### config.mk
export PLATFORM = sky130hd
export DESIGN_NAME = session_nonce_handshake_core
export DESIGN_NICKNAME = d
export VERILOG_FILES = /design/src/rtl/snh_pkg.sv /design/src/rtl/snh_front.sv /design/src/rtl/snh_queue.sv /design/src/rtl/snh_back.sv /design/src/rtl/session_nonce_handshake_core.sv
export VERILOG_INCLUDE_DIRS = /design/src /design/src/rtl
export SDC_FILE = /design/constraint.sdc
export NUM_CORES = 1
export LEC_CHECK = 0
export ABC_AREA = 1
export BUFFER_PORTS_ARGS = -buffer_cell sky130_fd_sc_hd__buf_2
export CAP_MARGIN = 5
export CORE_ASPECT_RATIO = 0.9
export CORE_MARGIN = 2
export CORE_UTILIZATION = 59
export DETAILED_ROUTE_END_ITERATION = 7
export PLACE_DENSITY = 0.79
export SLEW_MARGIN = 20
export SYNTH_ARGS = -nofsm -noshare
export SYNTH_HDL_FRONTEND = slang
export SYNTH_SLANG_ARGS = --single-unit
### constraint.sdc
create_clock -name clk -period 3.1 [get_ports clk]
set_clock_uncertainty 0.2 [all_clocks]
set_input_delay 0.31 -clock clk [delete_from_list [all_inputs] [get_ports clk]]
set_output_delay 0.31 -clock clk [all_outputs]
set_load 0.005 [all_outputs]
### src/rtl/session_nonce_handshake_core_defines.svh
// Assertion macros shared by the session handshake RTL.
`ifndef SESSION_NONCE_HANDSHAKE_CORE_DEFINES_SVH
`define SESSION_NONCE_HANDSHAKE_CORE_DEFINES_SVH

// Same-cycle implication, checked outside reset.
`define SNH_ASSERT_NOW(label, clk, rst, ante, cons, msg) \
  label: assert property (@(posedge clk) disable iff (rst) (ante) |-> (cons)) \
    else $error(msg);

// Next-cycle implication, checked outside reset.
`define SNH_ASSERT_NEXT(label, clk, rst, ante, cons, msg) \
  label: assert property (@(posedge clk) disable iff (rst) (ante) |=> (cons)) \
    else $error(msg);

`endif

### src/rtl/snh_pkg.sv
// Types and constants of the session handshake core.
package snh_pkg;

  localparam int NonceW = 8;

  typedef logic [NonceW-1:0] nonce_t;

  // Input function codes
  typedef enum logic [1:0] {
    FN_START = 2'd0,
    FN_PKT   = 2'd1,
    FN_SEND  = 2'd2,
    FN_CLEAR = 2'd3
  } func_t;

  // Message kinds
  localparam logic [1:0] MT_START = 2'd0;
  localparam logic [1:0] MT_LOG   = 2'd1;

  typedef enum logic [1:0] {
    PH_RESET = 2'd0,
    PH_SENT  = 2'd1,
    PH_EST   = 2'd2
  } phase_t;

  // Classified operation handed from front to back
  typedef enum logic [2:0] {
    OP_START     = 3'd0,
    OP_PKT_START = 3'd1,
    OP_PKT_LOG   = 3'd2,
    OP_PKT_OTHER = 3'd3,
    OP_PKT_DROP  = 3'd4,
    OP_SEND      = 3'd5,
    OP_CLEAR     = 3'd6
  } op_t;

  typedef struct packed {
    op_t        op;
    logic [1:0] mtype;
    nonce_t     snd;
    nonce_t     rcv;
  } cmd_t;

  // Swap the low three and high three bits, clear the middle two, add one, never zero
  function automatic nonce_t snh_regen(input nonce_t n);
    nonce_t r;
    r = {n[2:0], 2'b00, n[7:5]} + nonce_t'(1);
    if (r == '0) r = nonce_t'(1);
    return r;
  endfunction

endpackage

### src/rtl/snh_front.sv
// Front stage: accepts input transactions and classifies them into commands.
module snh_front
  import snh_pkg::*;
(
  input  logic       clk,
  input  logic       rst,
  input  logic       in_valid,
  output logic       in_stall,
  input  logic [1:0] func,
  input  logic [1:0] msg_type,
  input  nonce_t     hdr_sender_nonce,
  input  nonce_t     hdr_receiver_nonce,
  input  logic       packet_valid,
  output logic       push,
  output cmd_t       push_cmd,
  input  logic       q_full
);

  logic front_valid;
  cmd_t front_cmd;
  cmd_t cls;
  logic accept;

  always_comb begin
    cls.mtype = msg_type;
    cls.snd   = hdr_sender_nonce;
    cls.rcv   = hdr_receiver_nonce;
    case (func_t'(func))
      FN_START: cls.op = OP_START;
      FN_PKT: begin
        if (!packet_valid)          cls.op = OP_PKT_DROP;
        else if (msg_type == MT_START) cls.op = OP_PKT_START;
        else if (msg_type == MT_LOG)   cls.op = OP_PKT_LOG;
        else                        cls.op = OP_PKT_OTHER;
      end
      FN_SEND:  cls.op = OP_SEND;
      FN_CLEAR: cls.op = OP_CLEAR;
      default:  cls.op = OP_CLEAR;
    endcase
  end

  assign push     = front_valid && !q_full;
  assign in_stall = front_valid && q_full;
  assign accept   = in_valid && !in_stall;
  assign push_cmd = front_cmd;

  always_ff @(posedge clk) begin
    if (rst) begin
      front_valid <= 1'b0;
    end else if (accept) begin
      front_valid <= 1'b1;
    end else if (push) begin
      front_valid <= 1'b0;
    end
  end

  always_ff @(posedge clk) begin
    if (accept) begin
      front_cmd <= cls;
    end
  end

endmodule

### src/rtl/snh_queue.sv
// Command queue between the front and back stages.
`include "session_nonce_handshake_core_defines.svh"

module snh_queue
  import snh_pkg::*;
#(
  parameter int DEPTH = 4
) (
  input  logic clk,
  input  logic rst,
  input  logic push,
  input  cmd_t push_cmd,
  output logic full,
  input  logic pop,
  output logic nonempty,
  output cmd_t head
);

  localparam int AW = (DEPTH > 1) ? $clog2(DEPTH) : 1;
  localparam int CW = $clog2(DEPTH + 1);
  localparam logic [AW-1:0] LastPtr = AW'(DEPTH - 1);
  localparam logic [CW-1:0] DepthCnt = CW'(DEPTH);

  cmd_t          mem [DEPTH];
  logic [AW-1:0] wr_ptr;
  logic [AW-1:0] rd_ptr;
  logic [CW-1:0] count;

  assign full     = (count == DepthCnt);
  assign nonempty = (count != '0);
  assign head     = mem[rd_ptr];

  always_ff @(posedge clk) begin
    if (rst) begin
      wr_ptr <= '0;
      rd_ptr <= '0;
      count  <= '0;
    end else begin
      if (push) wr_ptr <= (wr_ptr == LastPtr) ? '0 : wr_ptr + AW'(1);
      if (pop)  rd_ptr <= (rd_ptr == LastPtr) ? '0 : rd_ptr + AW'(1);
      if (push && !pop)      count <= count + CW'(1);
      else if (pop && !push) count <= count - CW'(1);
    end
  end

  always_ff @(posedge clk) begin
    if (push) begin
      mem[wr_ptr] <= push_cmd;
    end
  end

  `SNH_ASSERT_NOW(a_no_push_full, clk, rst, push, !full, "push into full queue")
  `SNH_ASSERT_NOW(a_no_pop_empty, clk, rst, pop, nonempty, "pop from empty queue")

endmodule

### src/rtl/snh_back.sv
// Back stage: session state update and registered result output.
`include "session_nonce_handshake_core_defines.svh"

module snh_back
  import snh_pkg::*;
(
  input  logic       clk,
  input  logic       rst,
  input  logic       cfg_wen,
  input  nonce_t     cfg_wdata,
  input  logic       nonempty,
  input  cmd_t       head,
  output logic       pop,
  output logic       out_valid,
  input  logic       out_stall,
  output logic       send_header,
  output logic [1:0] send_type,
  output nonce_t     send_sender_nonce,
  output nonce_t     send_receiver_nonce,
  output logic       deliver,
  output logic [1:0] deliver_type,
  output logic       established_event,
  output logic       status,
  output logic [1:0] session_state,
  output logic       buffer_busy
);

  phase_t session_phase, session_phase_next;
  nonce_t local_nonce, local_nonce_next;
  nonce_t peer_nonce, peer_nonce_next;
  logic   receive_busy, receive_busy_next;
  logic   out_valid_next;

  nonce_t     regen_val;
  logic       id_zero, match;
  logic       do_reply, do_restart;
  logic       r_hdr, r_dlv, r_est, r_status;
  logic [1:0] r_stype, r_dtype;
  nonce_t     r_snd, r_rcv;

  assign pop = nonempty && (!out_valid || !out_stall);

  always_comb begin
    session_phase_next = session_phase;
    local_nonce_next   = local_nonce;
    peer_nonce_next    = peer_nonce;
    receive_busy_next  = receive_busy;
    regen_val  = snh_regen(local_nonce);
    id_zero    = (head.snd == '0) && (head.rcv == '0);
    match      = (head.snd == peer_nonce) && (head.rcv == local_nonce);
    do_reply   = 1'b0;
    do_restart = 1'b0;
    r_hdr      = 1'b0;
    r_stype    = '0;
    r_snd      = '0;
    r_rcv      = '0;
    r_dlv      = 1'b0;
    r_dtype    = '0;
    r_est      = 1'b0;
    r_status   = 1'b0;

    case (head.op)
      OP_START: do_restart = 1'b1;
      OP_PKT_START: begin
        receive_busy_next = 1'b0;
        if (!id_zero) begin
          case (session_phase)
            PH_RESET: begin
              if (head.snd != '0 && head.rcv == '0) begin
                do_reply           = 1'b1;
                session_phase_next = PH_EST;
              end
            end
            PH_SENT: begin
              if (head.rcv == local_nonce && head.snd != '0) begin
                peer_nonce_next    = head.snd;
                session_phase_next = PH_EST;
                r_est              = 1'b1;
              end else if (head.rcv == '0) begin
                if (head.snd == local_nonce) begin
                  do_restart = 1'b1;
                end else if (head.snd < local_nonce) begin
                  do_reply           = 1'b1;
                  session_phase_next = PH_EST;
                end
              end
            end
            PH_EST: begin
              if (head.snd != '0 && head.rcv == '0) do_reply = 1'b1;
              else session_phase_next = PH_RESET;
            end
            default: session_phase_next = PH_RESET;
          endcase
        end
      end
      OP_PKT_LOG: begin
        receive_busy_next = 1'b1;
        if (id_zero || match) begin
          r_dlv   = 1'b1;
          r_dtype = head.mtype;
        end
      end
      OP_PKT_OTHER: begin
        receive_busy_next = 1'b1;
        if (session_phase == PH_EST && match) begin
          r_dlv   = 1'b1;
          r_dtype = head.mtype;
        end
      end
      OP_SEND: begin
        if (session_phase != PH_EST && head.mtype != MT_LOG) begin
          r_status = 1'b1;
        end else begin
          r_hdr   = 1'b1;
          r_stype = head.mtype;
          // unestablished log goes out with a zero session id
          if (session_phase == PH_EST) begin
            r_snd = local_nonce;
            r_rcv = peer_nonce;
          end
        end
      end
      OP_CLEAR: receive_busy_next = 1'b0;
      OP_PKT_DROP: ;
      default: ;
    endcase

    if (do_restart) begin
      local_nonce_next   = regen_val;
      peer_nonce_next    = '0;
      session_phase_next = PH_SENT;
      r_hdr              = 1'b1;
      r_stype            = MT_START;
      r_snd              = regen_val;
      r_rcv              = '0;
    end
    if (do_reply) begin
      local_nonce_next = regen_val;
      peer_nonce_next  = head.snd;
      r_hdr            = 1'b1;
      r_stype          = MT_START;
      r_snd            = regen_val;
      r_rcv            = head.snd;
      r_est            = 1'b1;
    end
  end

  always_comb begin
    out_valid_next = out_valid;
    if (pop)            out_valid_next = 1'b1;
    else if (!out_stall) out_valid_next = 1'b0;
  end

  always_ff @(posedge clk) begin
    if (rst) begin
      session_phase <= PH_RESET;
      local_nonce   <= '0;
      peer_nonce    <= '0;
      receive_busy  <= 1'b0;
      out_valid     <= 1'b0;
    end else begin
      out_valid <= out_valid_next;
      if (cfg_wen) begin
        local_nonce <= cfg_wdata;
      end else if (pop) begin
        local_nonce <= local_nonce_next;
      end
      if (pop) begin
        session_phase <= session_phase_next;
        peer_nonce    <= peer_nonce_next;
        receive_busy  <= receive_busy_next;
      end
    end
  end

  always_ff @(posedge clk) begin
    if (pop) begin
      send_header         <= r_hdr;
      send_type           <= r_stype;
      send_sender_nonce   <= r_snd;
      send_receiver_nonce <= r_rcv;
      deliver             <= r_dlv;
      deliver_type        <= r_dtype;
      established_event   <= r_est;
      status              <= r_status;
      session_state       <= session_phase_next;
      buffer_busy         <= receive_busy_next;
    end
  end

  `SNH_ASSERT_NOW(a_est_phase, clk, rst, out_valid && established_event,
                  session_state == PH_EST, "established event outside established phase")
  `SNH_ASSERT_NEXT(a_clear_idle, clk, rst, pop && head.op == OP_CLEAR,
                   out_valid && !buffer_busy, "buffer clear left busy set")

endmodule

### src/rtl/session_nonce_handshake_core.sv
// Top level of the session nonce handshake core.
// One transaction per cycle is sustained while out_stall stays low. A transaction passes
// through the front register, which holds its classified command, a command queue of
// QUEUE_DEPTH entries that absorbs output stalls, and the back stage, which updates the
// session state and result register together. in_stall rises only when the front
// register is full and the queue cannot take its command. A write on cfg_wen loads
// the local nonce directly; write only while no transaction is in flight.
module session_nonce_handshake_core
  import snh_pkg::*;
#(
  parameter int QUEUE_DEPTH = 4
) (
  input  logic       clk,
  input  logic       rst,
  input  logic       cfg_wen,
  input  logic [7:0] cfg_wdata,
  input  logic       in_valid,
  output logic       in_stall,
  input  logic [1:0] func,
  input  logic [1:0] msg_type,
  input  logic [7:0] hdr_sender_nonce,
  input  logic [7:0] hdr_receiver_nonce,
  input  logic       packet_valid,
  output logic       out_valid,
  input  logic       out_stall,
  output logic       send_header,
  output logic [1:0] send_type,
  output logic [7:0] send_sender_nonce,
  output logic [7:0] send_receiver_nonce,
  output logic       deliver,
  output logic [1:0] deliver_type,
  output logic       established_event,
  output logic       status,
  output logic [1:0] session_state,
  output logic       buffer_busy
);

  logic push, q_full, pop, nonempty;
  cmd_t push_cmd, head;

  snh_front u_front (
    .clk                (clk),
    .rst                (rst),
    .in_valid           (in_valid),
    .in_stall           (in_stall),
    .func               (func),
    .msg_type           (msg_type),
    .hdr_sender_nonce   (hdr_sender_nonce),
    .hdr_receiver_nonce (hdr_receiver_nonce),
    .packet_valid       (packet_valid),
    .push               (push),
    .push_cmd           (push_cmd),
    .q_full             (q_full)
  );

  snh_queue #(
    .DEPTH (QUEUE_DEPTH)
  ) u_queue (
    .clk      (clk),
    .rst      (rst),
    .push     (push),
    .push_cmd (push_cmd),
    .full     (q_full),
    .pop      (pop),
    .nonempty (nonempty),
    .head     (head)
  );

  snh_back u_back (
    .clk                 (clk),
    .rst                 (rst),
    .cfg_wen             (cfg_wen),
    .cfg_wdata           (cfg_wdata),
    .nonempty            (nonempty),
    .head                (head),
    .pop                 (pop),
    .out_valid           (out_valid),
    .out_stall           (out_stall),
    .send_header         (send_header),
    .send_type           (send_type),
    .send_sender_nonce   (send_sender_nonce),
    .send_receiver_nonce (send_receiver_nonce),
    .deliver             (deliver),
    .deliver_type        (deliver_type),
    .established_event   (established_event),
    .status              (status),
    .session_state       (session_state),
    .buffer_busy         (buffer_busy)
  );

endmodule

==> flow_summary.ini <==
[run_status]
run_status = finished clean

[logic_synthesis]
syn-instance-count = 695
synth_area_sq_mm = 0.007254
synth_top_cells_by_area = edfxtp_1, nand2_1, dfxtp_1
syn_avg_cell_area_sq_um = 10.44
synth_edf_count = 132
postSynthNetCount = 745
yosysSeqAreaShare = 0.6292
yosys_register_bits = 162
yosys_warnings = 0
synth_largest_area_cell = edfxtp_1
yosysMostFrequentCell = nand2_1
synth_commonest_cells = nand2_1, edfxtp_1, nand3_1
asyncSetResetFlopFracSynth = 0
number_of_distinct_standard_cells_referenced_by_the_synthesized_netlist = 43
ys.flop_type = edfxtp_1
synth.top_cell.area_share = 0.5464

[pwr]
power_per_cell_area_mw_per_mm2 = 888.0
ir_worst_vdd_mv = 0.7316
leakagePower_nw = 3.568

[clocking]
h_tree_level_count = 4
cts_made_buffers = 17
clock_sinks = 162
cts.clk_slew.worst_paths_ns = 0.07
clock_path_buffers = 2
cts_tree = yes
clock-root-buffer = clkbuf_16
clock_insertion_delay_worst_skew_ns = 0.43

[critical_path]
worst_setup_path_endpoint = u_back.send_sender_nonce[5]$_DFFE_PP_
arrival_ns = 3.01
endpoint_kind = flip-flop
critPathLaunchType = flip-flop
destination_of_the_worst_register_to_register_timing_path = u_back.send_sender_nonce[5]$_DFFE_PP_
ff2ff_path_depth = 16
timing.critical_path.required_ns = 3.16
crit_fanout = 14
crit_type = reg -> reg
worst-r2r-setup-slack_ns = 0.15

[final_layout]
num_antenna_cells = 0
finalCoreUtilization = 0.7171
area_delta_synth_final_pct = 18.90
design.final.nets = 848
post_route_cells_drive_above_1_share = 0.2010

[timing]
post_route_fraction_of_the_period_consumed_by_the_critical_path = 0.9531
unrepaired_setup_endpoints_after_global_routing = yes
achievable_frequency_ghz = 0.3385
final-hold-violation-count = 0
maxSlewViolCount = 0
worst-slew-pin-transition_ns = 0.8701
period_minus_slack_ns = 2.955
finalWorstSetupSlack_ns = 0.1455
worst_rel_slew_slack = 0.4193
report.final.setup_viol = 0

[die]
die_w_microns = 120.9
pin_count = 63
die_height_microns = 109.2
start_util = 0.6031
num_rows = 38
die_area_sq_mm = 0.01320
core_sq_mm = 0.01203

[route]
avgViaCountPerCell = 5.461
drt-pass1-iter-count = 6
antenna_violating_nets_post_route = 0
drt-initial-drc-count = 467
wl_per_cell_microns = 16.62
route.detailed.drc = 0
vias = 5303
drt_wl_total_mm = 16.13

[global_routing]
maximum_number_of_pins_on_one_net_before_global_route_repair = 38
total_congestion_overflow_after_global_routing = 0
number_of_antenna_violations_at_the_first_check_in_global_routing = 0
grt_first_pass_wirelength_mm = 25.31
total_routing_usage_gr = 0.2580
grt_pass1_vias = 5002

[placed_design]
detailedPlace.worstSlack_ns = 0.09911
buffers_added_on_ports = 62
gp_congestion = 0.9748
post-dp-hpwl_mm = 10.66

[min_path]
hp-class = in -> reg

[flow_run]
drv.max_cap_violation_count = 0
[kinds of logic after synthesis]
group / Yosys count / synth area share
adder cells (fa/ha/maj): 16 / 0.02863
AO/OA/AOI/OAI: 77 / 0.06433
flip-flops: 162 / 0.6292
buffers and inverters: 89 / 0.05605
AND/OR/NAND/NOR: 342 / 0.2109
XOR/XNOR: 9 / 0.01087
[through the flow]
step / TNS, ns / hold WS [ns] / instance area [sq um] / total power [W] / instances
global route: -0.2180 / 0.009738 / 8626 / 0.008116 / 971
floorplan: 0 / 0.2089 / 7254 / 0.004822 / 695
global placement: 0 / 0.2678 / 7751 / 0.005451 / 912
detailed placement: 0 / 0.2794 / 7751 / 0.005539 / 912
CTS: 0 / 0.005253 / 8563 / 0.007589 / 968
finish: 0 / 0.01358 / 8626 / 0.007660 / 971
[critical path, cell delays in order (launching register included)]
cell and delay (ns):
dfxtp_2 0.35, buf_6 0.15, nand2_1 0.06, nand3_1 0.09, nand2_2 0.13, inv_1 0.08, ha_1 0.31, nand2_1 0.10
o21bai_1 0.11, nand3_1 0.10, nor2_2 0.14, nand4_1 0.17, a21oi_2 0.22, nand2_4 0.12, nand2_8 0.14, clkinvlp_4 0.15
o22ai_1 0.15
[cells in the final DEF (no fill, tap or decap), types with 3 or more instances in the layout]
master	synthesis	final
xor2_1	7	7
a21oi_2	9	9
edfxtp_1	132	132
a21oi_1	24	23
buf_4	2	19
clkbuf_16	0	17
o21ai_0	24	23
nand3_2	9	9
ha_1	15	15
inv_8	0	3
inv_1	62	61
nor2_2	4	6
nor3_1	3	3
buf_2	8	62
nand3_1	70	70
dlygate4sd3_1	0	24
nand2_1	182	178
dfxtp_1	30	28
inv_6	0	7
nor2_1	53	51
o22ai_1	9	8
clkinv_1	3	4
nand2_2	9	13
nand4_1	4	4
[flip-flops by register name (all words and copies together) (netlist names), 2 cells and up, named ones only]
signal,flops
u_queue.wr_ptr,2
u_back.peer_nonce,8
u_back.send_receiver_nonce,8
u_front.push_cmd,21
u_back.session_phase,2
u_back.deliver_type,2
u_back.session_state,2
u_back.send_type,2
u_back.send_sender_nonce,8
u_queue.mem,84
u_queue.rd_ptr,2
u_queue.count,3
u_back.local_nonce,8
[final cells by class]
| type | instances | area [sq um] |
|---|---|---|
| Clock buffer | 18 | 429.2 |
| Clock inverter | 14 | 142.6 |
| Timing Repair Buffer | 106 | 704.4 |
| Tap cell | 160 | 200.2 |
| Fill cell | 844 | 3403 |
| Multi-Input combinational cell | 444 | 2325 |
| Inverter | 67 | 257.7 |
| Sequential cell | 162 | 4567 |
[where the power goes]
| part | internal, W | leakage, nW | switching, W |
|---|---|---|---|
| clock | 0.00113 | 0.284 | 0.000900 |
| sequential | 0.00279 | 1.49 | 0.000163 |
| combinational | 0.000882 | 1.79 | 0.00179 |
[how the worst min path moves through the flow]
stage | start | to | slack, ns | cells past startpoint
2_1_floorplan | hdr_receiver_nonce[0] | u_front.push_cmd[0]$_DFFE_PP_ | 0.21 | 0
3_3_place_gp | u_front.push_cmd[4]$_DFFE_PP_ | u_queue.mem[1][4]$_DFFE_PP_ | 0.27 | 0
3_5_place_dp | u_front.push_cmd[17]$_DFFE_PP_ | u_queue.mem[2][17]$_DFFE_PP_ | 0.28 | 0
4_1_cts | rst | u_back.local_nonce[0]$_SDFFE_PP0P_ | 0.005 | 2
5_1_grt | packet_valid | u_front.push_cmd[20]$_DFFE_PP_ | 0.01 | 2
6_report | rst | u_queue.count[0]$_SDFFE_PP0P_ | 0.01 | 2
[layer usage]
layer,vias up,share of wire,GRT usage
met5,-,0,0
li1,2570,-,-
met3,31,0.061,0.07061
met2,205,0.48,0.4201
met1,2497,0.44,0.3353
met4,0,0.023,0.09219
[what timing repair did]
action	4_1_cts	5_1_grt
hold buffers	24	0
setup endpoints to repair	0	24
hold endpoints to repair	23	0
buffers inserted	0	3
resized for setup	0	13
Power figures use the tool's default switching activity.
